--- src/sv/rte_pkg.sv ---
package rte_pkg;

  // default table depth
  localparam int unsigned TABLE_ENTRIES_DEF = 8;

  // command codes
  localparam logic CMD_LOOKUP = 1'b0;
  localparam logic CMD_ADD    = 1'b1;

  typedef struct packed {
    logic        cmd;
    logic [63:0] dest_addr_hi;
    logic [63:0] dest_addr_lo;
    logic [63:0] target_addr_hi;
    logic [63:0] target_addr_lo;
    logic [31:0] now_seconds;
  } rte_in_t;

  typedef struct packed {
    logic        hit;
    logic [2:0]  slot;
    logic [63:0] addr_out_hi;
    logic [63:0] addr_out_lo;
  } rte_out_t;

  // one table entry, all fields held in one memory word
  typedef struct packed {
    logic [63:0] dest_hi;
    logic [63:0] dest_lo;
    logic [63:0] tgt_hi;
    logic [63:0] tgt_lo;
    logic [31:0] stamp;
  } rte_entry_t;

endpackage

--- src/sv/rte_mem.sv ---
module rte_mem #(
  parameter int unsigned DEPTH = rte_pkg::TABLE_ENTRIES_DEF,
  parameter int unsigned AW    = 3
) (
  input  logic                clk,
  input  logic                rst_n,
  input  logic                rd_en,
  input  logic [AW-1:0]       rd_addr,
  output rte_pkg::rte_entry_t rd_entry,
  input  logic                we,
  input  logic [AW-1:0]       wr_addr,
  input  rte_pkg::rte_entry_t wr_entry
);
  import rte_pkg::*;

  rte_entry_t       mem_r [DEPTH];
  rte_entry_t       rd_data_r;
  logic             rd_valid_r;
  logic [DEPTH-1:0] valid_r;

  // storage array, one write and one registered read per cycle
  always_ff @(posedge clk) begin
    if (we) begin
      mem_r[wr_addr] <= wr_entry;
    end
    if (rd_en) begin
      rd_data_r <= mem_r[rd_addr];
    end
  end

  // per-entry valid bits stand in for clearing the array at reset
  always_ff @(posedge clk) begin
    if (!rst_n) begin
      valid_r    <= '0;
      rd_valid_r <= 1'b0;
    end else begin
      if (we) begin
        valid_r[wr_addr] <= 1'b1;
      end
      if (rd_en) begin
        rd_valid_r <= valid_r[rd_addr];
      end
    end
  end

  // never-written entries read as zero
  assign rd_entry = rd_valid_r ? rd_data_r : '0;

endmodule

--- src/sv/redirect_table_engine.sv ---
// Redirect table engine: fully associative table of TABLE_ENTRIES slots,
// 128-bit destination key -> 128-bit redirect target; an add replaces
// a matching slot, else the first free slot, else the oldest stamp.
// Input channel (in_valid / in_stall / in_data): one item per command,
// cmd selects lookup or add. Output channel (out_valid / out_stall /
// out_data): exactly one result item per input item, in order.
// Each item scans the table memory (one read and one write port) one
// entry per cycle, through an accept cycle, the scan (registered reads)
// and a response/write-back cycle; the result is valid in the cycle
// after the response cycle.
// Only one item is in flight, so a write-back always lands before the
// next scan reads the table.
// Reset (rst_n low, synchronous) clears the control state and the
// per-entry valid bits, so the whole table reads as zero at once.
// A result waits in the output register while out_stall is high; a new
// item is still taken and scanned, and only its response cycle waits
// until the output register is free.
module redirect_table_engine #(
  parameter int unsigned TABLE_ENTRIES = rte_pkg::TABLE_ENTRIES_DEF
) (
  input  logic             clk,
  input  logic             rst_n,
  input  logic             in_valid,
  output logic             in_stall,
  input  rte_pkg::rte_in_t in_data,
  output logic             out_valid,
  input  logic             out_stall,
  output rte_pkg::rte_out_t out_data
);
  import rte_pkg::*;

  localparam int unsigned AW = (TABLE_ENTRIES > 1) ? $clog2(TABLE_ENTRIES) : 1;
  localparam int unsigned CW = $clog2(TABLE_ENTRIES + 1);
  localparam logic [AW-1:0] LAST_IDX = AW'(TABLE_ENTRIES - 1);
  localparam logic [CW-1:0] CNT_END  = CW'(TABLE_ENTRIES);

  typedef enum logic [1:0] {
    S_IDLE,
    S_SCAN,
    S_RESP
  } state_t;

  state_t      state_r, state_nxt;
  rte_in_t     req_r, req_nxt;
  logic [CW-1:0] cnt_r, cnt_nxt;
  logic        cmp_vld_r;
  logic [AW-1:0] cmp_idx_r;
  // search accumulators
  logic        match_found_r, match_found_nxt;
  logic [AW-1:0] match_idx_r, match_idx_nxt;
  logic [63:0] match_tgt_hi_r, match_tgt_hi_nxt;
  logic [63:0] match_tgt_lo_r, match_tgt_lo_nxt;
  logic        free_found_r, free_found_nxt;
  logic [AW-1:0] free_idx_r, free_idx_nxt;
  logic [31:0] min_stamp_r, min_stamp_nxt;
  logic [AW-1:0] min_idx_r, min_idx_nxt;
  // output register
  logic        out_valid_r, out_valid_nxt;
  rte_out_t    out_data_r, out_data_nxt;

  logic        accept;
  logic        out_free;
  logic        rd_en;
  logic [AW-1:0] rd_addr;
  rte_entry_t  rd_entry;
  logic        mem_we;
  logic [AW-1:0] wr_addr;
  rte_entry_t  wr_entry;
  logic        dest_eq;
  logic        dest_zero;
  logic [AW-1:0] sel;

  rte_mem #(
    .DEPTH (TABLE_ENTRIES),
    .AW    (AW)
  ) u_mem (
    .clk      (clk),
    .rst_n    (rst_n),
    .rd_en    (rd_en),
    .rd_addr  (rd_addr),
    .rd_entry (rd_entry),
    .we       (mem_we),
    .wr_addr  (wr_addr),
    .wr_entry (wr_entry)
  );

  assign in_stall = (state_r != S_IDLE);
  assign accept   = in_valid && !in_stall;
  // output register can take a new result this cycle
  assign out_free = !out_valid_r || !out_stall;

  // scan issues one read per cycle, addresses 0 .. TABLE_ENTRIES-1
  assign rd_en   = (state_r == S_SCAN) && (cnt_r != CNT_END);
  assign rd_addr = cnt_r[AW-1:0];

  // compare the entry returned for cmp_idx_r against the key
  assign dest_eq   = (rd_entry.dest_hi == req_r.dest_addr_hi) &&
                     (rd_entry.dest_lo == req_r.dest_addr_lo);
  assign dest_zero = (rd_entry.dest_hi == 64'd0) && (rd_entry.dest_lo == 64'd0);

  // replacement choice: match, else first free, else oldest stamp
  always_comb begin
    if (match_found_r) begin
      sel = match_idx_r;
    end else if (free_found_r) begin
      sel = free_idx_r;
    end else begin
      sel = min_idx_r;
    end
  end

  assign mem_we   = (state_r == S_RESP) && out_free && (req_r.cmd == CMD_ADD);
  assign wr_addr  = sel;
  assign wr_entry = '{dest_hi: req_r.dest_addr_hi,
                      dest_lo: req_r.dest_addr_lo,
                      tgt_hi:  req_r.target_addr_hi,
                      tgt_lo:  req_r.target_addr_lo,
                      stamp:   req_r.now_seconds};

  always_comb begin
    state_nxt        = state_r;
    req_nxt          = req_r;
    cnt_nxt          = cnt_r;
    match_found_nxt  = match_found_r;
    match_idx_nxt    = match_idx_r;
    match_tgt_hi_nxt = match_tgt_hi_r;
    match_tgt_lo_nxt = match_tgt_lo_r;
    free_found_nxt   = free_found_r;
    free_idx_nxt     = free_idx_r;
    min_stamp_nxt    = min_stamp_r;
    min_idx_nxt      = min_idx_r;
    out_valid_nxt    = out_valid_r && out_stall;
    out_data_nxt     = out_data_r;

    unique case (state_r)
      S_IDLE: begin
        if (accept) begin
          req_nxt         = in_data;
          cnt_nxt         = '0;
          match_found_nxt = 1'b0;
          free_found_nxt  = 1'b0;
          state_nxt       = S_SCAN;
        end
      end
      S_SCAN: begin
        if (rd_en) begin
          cnt_nxt = cnt_r + CW'(1);
        end
        if (cmp_vld_r) begin
          if (!match_found_r && dest_eq) begin
            match_found_nxt  = 1'b1;
            match_idx_nxt    = cmp_idx_r;
            match_tgt_hi_nxt = rd_entry.tgt_hi;
            match_tgt_lo_nxt = rd_entry.tgt_lo;
          end
          if (!free_found_r && dest_zero) begin
            free_found_nxt = 1'b1;
            free_idx_nxt   = cmp_idx_r;
          end
          // strict less-than keeps the lowest index on ties
          if ((cmp_idx_r == '0) || (rd_entry.stamp < min_stamp_r)) begin
            min_stamp_nxt = rd_entry.stamp;
            min_idx_nxt   = cmp_idx_r;
          end
          if (cmp_idx_r == LAST_IDX) begin
            state_nxt = S_RESP;
          end
        end
      end
      S_RESP: begin
        if (out_free) begin
          out_valid_nxt = 1'b1;
          if (req_r.cmd == CMD_ADD) begin
            out_data_nxt = '{hit:         match_found_r,
                             slot:        3'(sel),
                             addr_out_hi: req_r.target_addr_hi,
                             addr_out_lo: req_r.target_addr_lo};
          end else if (match_found_r) begin
            out_data_nxt = '{hit:         1'b1,
                             slot:        3'(match_idx_r),
                             addr_out_hi: match_tgt_hi_r,
                             addr_out_lo: match_tgt_lo_r};
          end else begin
            out_data_nxt = '{hit:         1'b0,
                             slot:        3'd0,
                             addr_out_hi: req_r.dest_addr_hi,
                             addr_out_lo: req_r.dest_addr_lo};
          end
          state_nxt = S_IDLE;
        end
      end
      default: begin
        state_nxt = S_IDLE;
      end
    endcase
  end

  always_ff @(posedge clk) begin
    if (!rst_n) begin
      state_r     <= S_IDLE;
      cmp_vld_r   <= 1'b0;
      out_valid_r <= 1'b0;
    end else begin
      state_r     <= state_nxt;
      cmp_vld_r   <= rd_en;
      out_valid_r <= out_valid_nxt;
    end
    req_r          <= req_nxt;
    cnt_r          <= cnt_nxt;
    cmp_idx_r      <= rd_addr;
    match_found_r  <= match_found_nxt;
    match_idx_r    <= match_idx_nxt;
    match_tgt_hi_r <= match_tgt_hi_nxt;
    match_tgt_lo_r <= match_tgt_lo_nxt;
    free_found_r   <= free_found_nxt;
    free_idx_r     <= free_idx_nxt;
    min_stamp_r    <= min_stamp_nxt;
    min_idx_r      <= min_idx_nxt;
    out_data_r     <= out_data_nxt;
  end

  assign out_valid = out_valid_r;
  assign out_data  = out_data_r;

  // table is written only by an add, and only from the response cycle
  a_we_add_only: assert property (@(posedge clk) disable iff (!rst_n)
    mem_we |-> (req_r.cmd == CMD_ADD) && (state_r == S_RESP))
    else $error("table write outside add response");

  // read data arrives only while scanning
  a_cmp_in_scan: assert property (@(posedge clk) disable iff (!rst_n)
    cmp_vld_r |-> (state_r == S_SCAN))
    else $error("compare data outside scan");

  // a response cycle with a free output register always yields a result
  a_resp_loads: assert property (@(posedge clk) disable iff (!rst_n)
    (state_r == S_RESP) && out_free |=> out_valid_r && (state_r == S_IDLE))
    else $error("response not delivered");

  // a taken item starts a clean scan: counter at zero, no compare data pending
  a_accept_idle: assert property (@(posedge clk) disable iff (!rst_n)
    accept |=> (state_r == S_SCAN) && (cnt_r == '0) && !cmp_vld_r)
    else $error("scan did not start clean");

endmodule
--- config.mk ---
export PLATFORM = sky130hd
export DESIGN_NAME = redirect_table_engine
export DESIGN_NICKNAME = d
export VERILOG_FILES = /design/src/sv/rte_pkg.sv /design/src/sv/rte_mem.sv /design/src/sv/redirect_table_engine.sv
export SDC_FILE = /design/constraint.sdc
export NUM_CORES = 2
export LEC_CHECK = 0
export BUFFER_PORTS_ARGS = -buffer_cell sky130_fd_sc_hd__buf_4
export CORE_ASPECT_RATIO = 1.5
export CORE_MARGIN = 2
export CORE_UTILIZATION = 64
export CTS_BUF_LIST = sky130_fd_sc_hd__clkbuf_2 sky130_fd_sc_hd__clkbuf_4 sky130_fd_sc_hd__clkbuf_8
export CTS_CLUSTER_SIZE = 28
export DETAILED_ROUTE_END_ITERATION = 7
export PLACE_DENSITY_LB_ADDON = 0.15
export SKIP_LAST_GASP = 1
export SLEW_MARGIN = 40
export SYNTH_ARGS = -nofsm -noshare
export SYNTH_HDL_FRONTEND = slang
export SYNTH_SLANG_ARGS = --single-unit
--- constraint.sdc ---
create_clock -name clk -period 33.3 [get_ports clk]
set_clock_uncertainty 0.2 [all_clocks]
set_input_delay 6.66 -clock clk [delete_from_list [all_inputs] [get_ports clk]]
set_output_delay 6.66 -clock clk [all_outputs]
set_load 0.03 [all_outputs]
## Word level (Yosys, flattened, before mapping)

Memories as Yosys holds them, arrays and structs flattened. A register that Yosys moved wholly into a read port is not among the register bits.
Cells that the tools add are included.

- Register bits after elaboration: 612
- Bits in writable memories: 2304
- Input bits: 293
- Output and inout port bits: 134
- Logic and storage cells: 105
- Memories kept: 1

- $add $sub $neg: 1
- Order comparisons: 4
- Equality and inequality tests: 13
- Muxes and demuxes: 28
- Bitwise logic cells: 1
- Reduce and logical (&&, ||, !) cells: 32

Memory list:

| memory | depth | bits a word | rd ports | clocked after Yosys merged registers in | write ports | RTL line | source |
|---|---|---|---|---|---|---|---|
| u_mem.mem_r | 8 | 288 | 1 | 1 | 1 | rte_mem.sv:16 | `rte_entry_t mem_r [DEPTH];` |

Operators with widths:

| cell | number |
|---|---|
| 288-bit 2-to-1 mux | 1 |
| 132-bit 2-to-1 mux | 2 |
| 64-bit == test | 2 |
| 64-bit zero test | 2 |
| 32-bit less-than comparator | 1 |
| 3-bit AND reduction | 4 |
| 4-bit AND reduction | 3 |
| 1-bit 2-to-1 mux | 11 |
| 1-bit logical AND | 10 |
| 3-bit by 4-bit less-than comparator with 1-bit output, second input constant | 2 |
| 2-bit 2-to-1 mux | 4 |
| 4-bit 2-to-1 mux | 2 |
| 2-bit != test, second input constant | 4 |
| 8-bit bitwise OR | 1 |
| 4-bit case mux with 2 select lines | 1 |
| 3-bit 2-to-1 mux | 2 |
| 2-bit by 1-bit != test with 1-bit output, second input constant | 3 |
| 2-bit case mux with 3 select lines | 1 |
| 1-bit zero test | 5 |
| 4-bit by 1-bit adder with 4-bit output, second input constant | 1 |
| 4-bit != test, second input constant | 1 |
| 1-bit case mux with 2 select lines | 2 |
| 2-bit AND reduction | 2 |
| 2-bit nonzero test | 2 |
| other kinds (9) | 10 |

## Longest topological paths before layout

- Depth after elaboration: 7
- Depth in mapped cells: 16
- Gate-level depth less buffers: 9

## Modules after synthesis

A second synthesis with hierarchy kept.

- Cells, all modules: 6041
- Area total of the unflattened synthesis: 121102.4 µm²

Modules (own cells, without submodules):

| module | instances | cells an instance | area an instance (µm²) | sequential area each (µm²) |
|---|---|---|---|---|
| rte_mem | 1 | 4585 | 97469.7 | 78014.8 |
| redirect_table_engine | 1 | 1456 | 23632.7 | 18037.3 |

## Worst setup path before layout

Ideal clock, no wire load.

- Kind: input to register
- Start point: input out_stall
- End point: memory u_mem.mem_r[1][0] (netlist bit), enable pin
- Data arrival time: 26288 ps
- Data required time: 32156 ps
- Path slack: 5868 ps
- Stages: 3
- Buffers on the path: 0
- Cells stage by stage: a21oi_1 > nand3b_1 > nor2_1

- Cells in the longest elaborated chain, start to end: 6

RTL lines:

| item | RTL line | source |
|---|---|---|
| from (decl) | redirect_table_engine.sv:27 | `input logic out_stall,` |
| 1-bit zero test | redirect_table_engine.sv:90 | `assign out_free = !out_valid_r \|\| !out_stall;` |
| 1-bit logical OR | redirect_table_engine.sv:90 |  |
| 1-bit logical AND (2 in series) | redirect_table_engine.sv:112 | `assign mem_we = (state_r == S_RESP) && out_free && (req_r.cmd == CMD_ADD);` |
| 1-bit 2-to-1 mux | rte_mem.sv:23 | `if (we) begin` |
| 1-bit 2-to-1 mux (not written as such) | rte_mem.sv:24 | `mem_r[wr_addr] <= wr_entry;` |
| to (decl) | rte_mem.sv:16 |  |

Every way passes these cells.

## Worst setup path after layout

- Start point: input out_stall
- End point: memory u_mem.mem_r[3][135] (netlist bit), enable pin

Same word-level chain as after synthesis.

==> flow_summary.yaml <==
clock_network:
  cts_root_buf: "clkbuf_8"
  cts_setup_buffers: 0
  clock_latency_ns: 1.04
  cts.repair.resized: 0
  path_clk_slew_ns: 0.06
  cts_tree: "built"
  numCtsBuffers: 443
  cts-htree-levels: 5
  clk_path_buf_depth: 4
  holdBufCountCts: 0
  cts_sinks: 3204
global_routing:
  grt_pass1_vias: 63397
  grt_antenna_before_repair: 9
  grt-ovfl-total: 0
  grt_pass1_wl_um: 422000
  grt.total_usage_pct: 30.8
  grt_start_max_net_pins: 133
power_and_ir_drop:
  power_uw: 8200
  power_leakage_uw: 0.0465
  p_comb_share_pct: 7.1
  power_density_nw_per_um2: 59.8
  clockPowerShare_pct: 36.6
  pwr-share-seq_pct: 56.3
  switching_share_pct: 22.7
  ir_worst_vdd_uv: 49.1
  switchingPower_uw: 1860
  p_int_uw: 6340
cells_and_area:
  ff_latch_area_um2: 96100
  finalNetCount: 7213
  multi_input_comb_area_um2: 23400
  final_util_pct: 72.9
  nFillCells: 11026
  areaGrowthSynthToFinish_pct: 13.5
  drive_above_1_share_pct: 26.3
setup_path:
  crit_path_end_kind: "flip-flop"
  crit_path_frequent_cell: "buf_6"
  crit_path_max_incr_delay_ns: 0.78
  path_delay_family: "buffers and inverters"
  crit_path_cell_trace: "buf_4 > a21oi_4 > buf_4 > nand3b_1 > nor2_4 > buf_6 > buf_6 > buf_6"
  r2r-start: "req_r[252]$_DFFE_PP_"
  slowest_stage: "nor2_4"
  crit_path_start_kind: "input port"
  worst-setup-path-type: "in2reg"
  setup.worst_path.start: "out_stall"
  cp.required_ns: 33.71
  crit_path_max_fanout: 55
  crit_arrival_ns: 10.76
  critical_path_buf_inv_count: 5
logic_synthesis:
  synth_nets: 6421
  yosysTopAreaCell: "edfxtp_1"
  syn_inst: 6095
  yosys_warnings: 0
  synth_edf_count: 3188
  synth_top_flop_cell: "edfxtp_1"
  ys_ff_latch: 3204
  synth_cell_types: 54
  synth_area_leaders: "edfxtp_1 (79%), mux4_2 (11%), nand2_1 (3.2%)"
  ys_seq_area_share_pct: 79.6
  synth_top_area_share_pct: 79.3
  syn_area_um2: 121000
  ys_async_sr_fraction_pct: 0
  syn_avg_cell_area_um2: 19.8
sta:
  grt_setup_unrepaired: "false"
  setup_violations: 0
  relSlewSlack_pct: 37.5
  max_slew.worst_pin.slew_ns: 0.929
  period_minus_slack_ns: 10.35
  finalHoldViolCount: 0
  max_freq_mhz: 96.6
  finalMaxSlewViolations: 0
  period_share_pct: 31.1
  tns_ns: 0
floorplanning:
  dieArea_um2: 192000
  num_rows: 195
  coreArea_um2: 188000
  die_x_um: 359
  initial_core_util_pct: 64.2
  ios: 427
  die_height_um: 536
hold_path:
  min_from: "u_mem.valid_r[6]$_SDFFE_PN0P_"
  hold_class: "reg2reg"
drt:
  drcViolationCount: 0
  viasPerCell: 6.35
  drtAntennaViolNets: 0
  via_count: 61703
  drt_wl_total_um: 292000
  first_pass_iters: 8
  wl_per_cell_um: 30.1
  drt_first_iter_violations: 6956
status:
  status: "completed"
placement:
  portBuffers: 426
  gp_congestion: 0.936
  dpl.hpwl_um: 174000
run:
  drv_cap: 0
## through the flow
stage | std cells | cell area [um2] | hold WS, ns | setup slack, ns
floorplan | 6095 | 121000 | 0.172 | 5.87
global placement | 8873 | 127000 | 0.250 | 21.29
detailed placement | 8891 | 128000 | 0.252 | 21.71
CTS | 9692 | 137000 | 0.267 | 22.77
global route | 9709 | 137000 | 0.288 | 22.75
finish | 9710 | 137000 | 0.267 | 22.95
## Yosys cell counts (13+ instances only)
master and count:
edfxtp_1 3188, nand2_1 1016, mux4_2 578, clkbuf_1 165, and2_1 163, o21ai_0 163
mux2i_1 131, inv_1 109, buf_1 92, nor2_1 59, nor4_1 56, o22ai_1 43
ha_1 33, a21oi_1 22, nand3b_1 22, a22oi_1 21, nor2b_1 21, nand4_1 20
nand3_1 17, dfxtp_1 16, xnor2_1 14, a21o_1 13, nand2b_1 13, xor2_1 13
## placed cells by master, fill, tap and decap left out, types with 6 or more instances in the layout
cell / n
a2111oi_0: 7
a21o_1: 13
a21oi_1: 21
a22o_1: 6
a22oi_1: 21
a31oi_1: 7
and2_1: 163
buf_12: 22
buf_16: 15
buf_4: 533
buf_6: 37
bufinv_16: 18
clkbuf_4: 129
clkbuf_8: 459
clkinv_1: 112
clkinv_2: 68
clkinvlp_4: 7
dfxtp_1: 15
edfxtp_1: 3188
ha_1: 33
inv_1: 107
mux2i_1: 131
mux4_2: 578
nand2_1: 1015
nand2b_1: 13
nand3_1: 17
nand3b_1: 22
nand4_1: 20
nor2_1: 50
nor2_4: 9
nor2b_1: 21
nor3_1: 8
nor4_1: 53
o21a_1: 8
o21ai_0: 163
o22ai_1: 43
or4_1: 8
xnor2_1: 14
xor2_1: 13
## state kept, by name, summed over array words and instances (netlist names), 2 cells and up
name             flops
match_tgt_lo_r      64
state_r              2
u_mem.valid_r        8
free_idx_r           3
min_stamp_r         32
u_mem.mem_r       2304
out_data           132
match_idx_r          3
cmp_idx_r            3
u_mem.rd_data_r    288
req_r              289
match_tgt_hi_r      64
cnt_r                4
min_idx_r            3
## power by group through the flow
stage	Combinational [uW]	Clock, uW	Sequential [uW]
3_5_place_dp	579	0	4700
5_1_grt	622	3200	4620
2_1_floorplan	371	0	4680
6_report	579	3000	4620
4_1_cts	581	3040	4610
3_3_place_gp	563	0	4700
## per-layer routing
metal / wire length (um) / up-vias / GRT usage, %
met1: 109000 / 32279 / 41.8
met5: 40 / - / 0
li1: - / 25764 / -
met3: 23900 / 493 / 4.96
met4: 10900 / 6 / 11.2
met2: 148000 / 3161 / 51.2
## cells by family (layout without fill, tap and decap cells)
| family | count (synthesis) | count (layout) | share of synthesized area, % |
|---|---|---|---|
| AOI/OAI and AO/OA | 332 | 332 | 1.70 |
| xor gates and xnor gates | 27 | 27 | 0.196 |
| adders and majority gates | 33 | 33 | 0.342 |
| buffers and inverters | 374 | 1522 | 1.17 |
| DFF | 3204 | 3204 | 79.6 |
| muxes | 709 | 709 | 11.9 |
| other | 0 | 5 | 0 |
| and+or+nand+nor | 1416 | 1416 | 5.13 |
## worst register-to-register path, cell delays in order, from the launching register on
cell and delay [ns]:
edfxtp_1 0.64, nor4_1 0.87, nand4_1 0.23, a2111oi_0 0.77, and3_1 0.27, nand4_1 0.47, nor2_4 0.27, buf_4 0.31
buf_12 0.27, buf_6 0.63
## cell type report
type / instances / area share [%]
repair buffers: 611 / 3.89
multi-input cells: 2517 / 17.0
well taps: 2462 / 2.25
flip-flops and latches: 3204 / 70.1
diodes: 5 / 0.00913
clock inverters: 213 / 1.06
inverters: 110 / 0.316
clock buffers: 588 / 5.32
## path summary, 6_finish.rpt
path                                                         end  slack [ns]  cells after the start
worst max-delay path               u_mem.mem_r[3][135]$_DFFE_PP_       22.95                      8
worst min-delay path               u_mem.valid_r[6]$_SDFFE_PN0P_        0.27                      1
worst max register to register  match_tgt_hi_r[29]$_SDFFCE_PN0P_       27.84                      9
worst min register to register     u_mem.valid_r[6]$_SDFFE_PN0P_        0.27                      1
No activity file was read; power rests on OpenSTA's default activity.
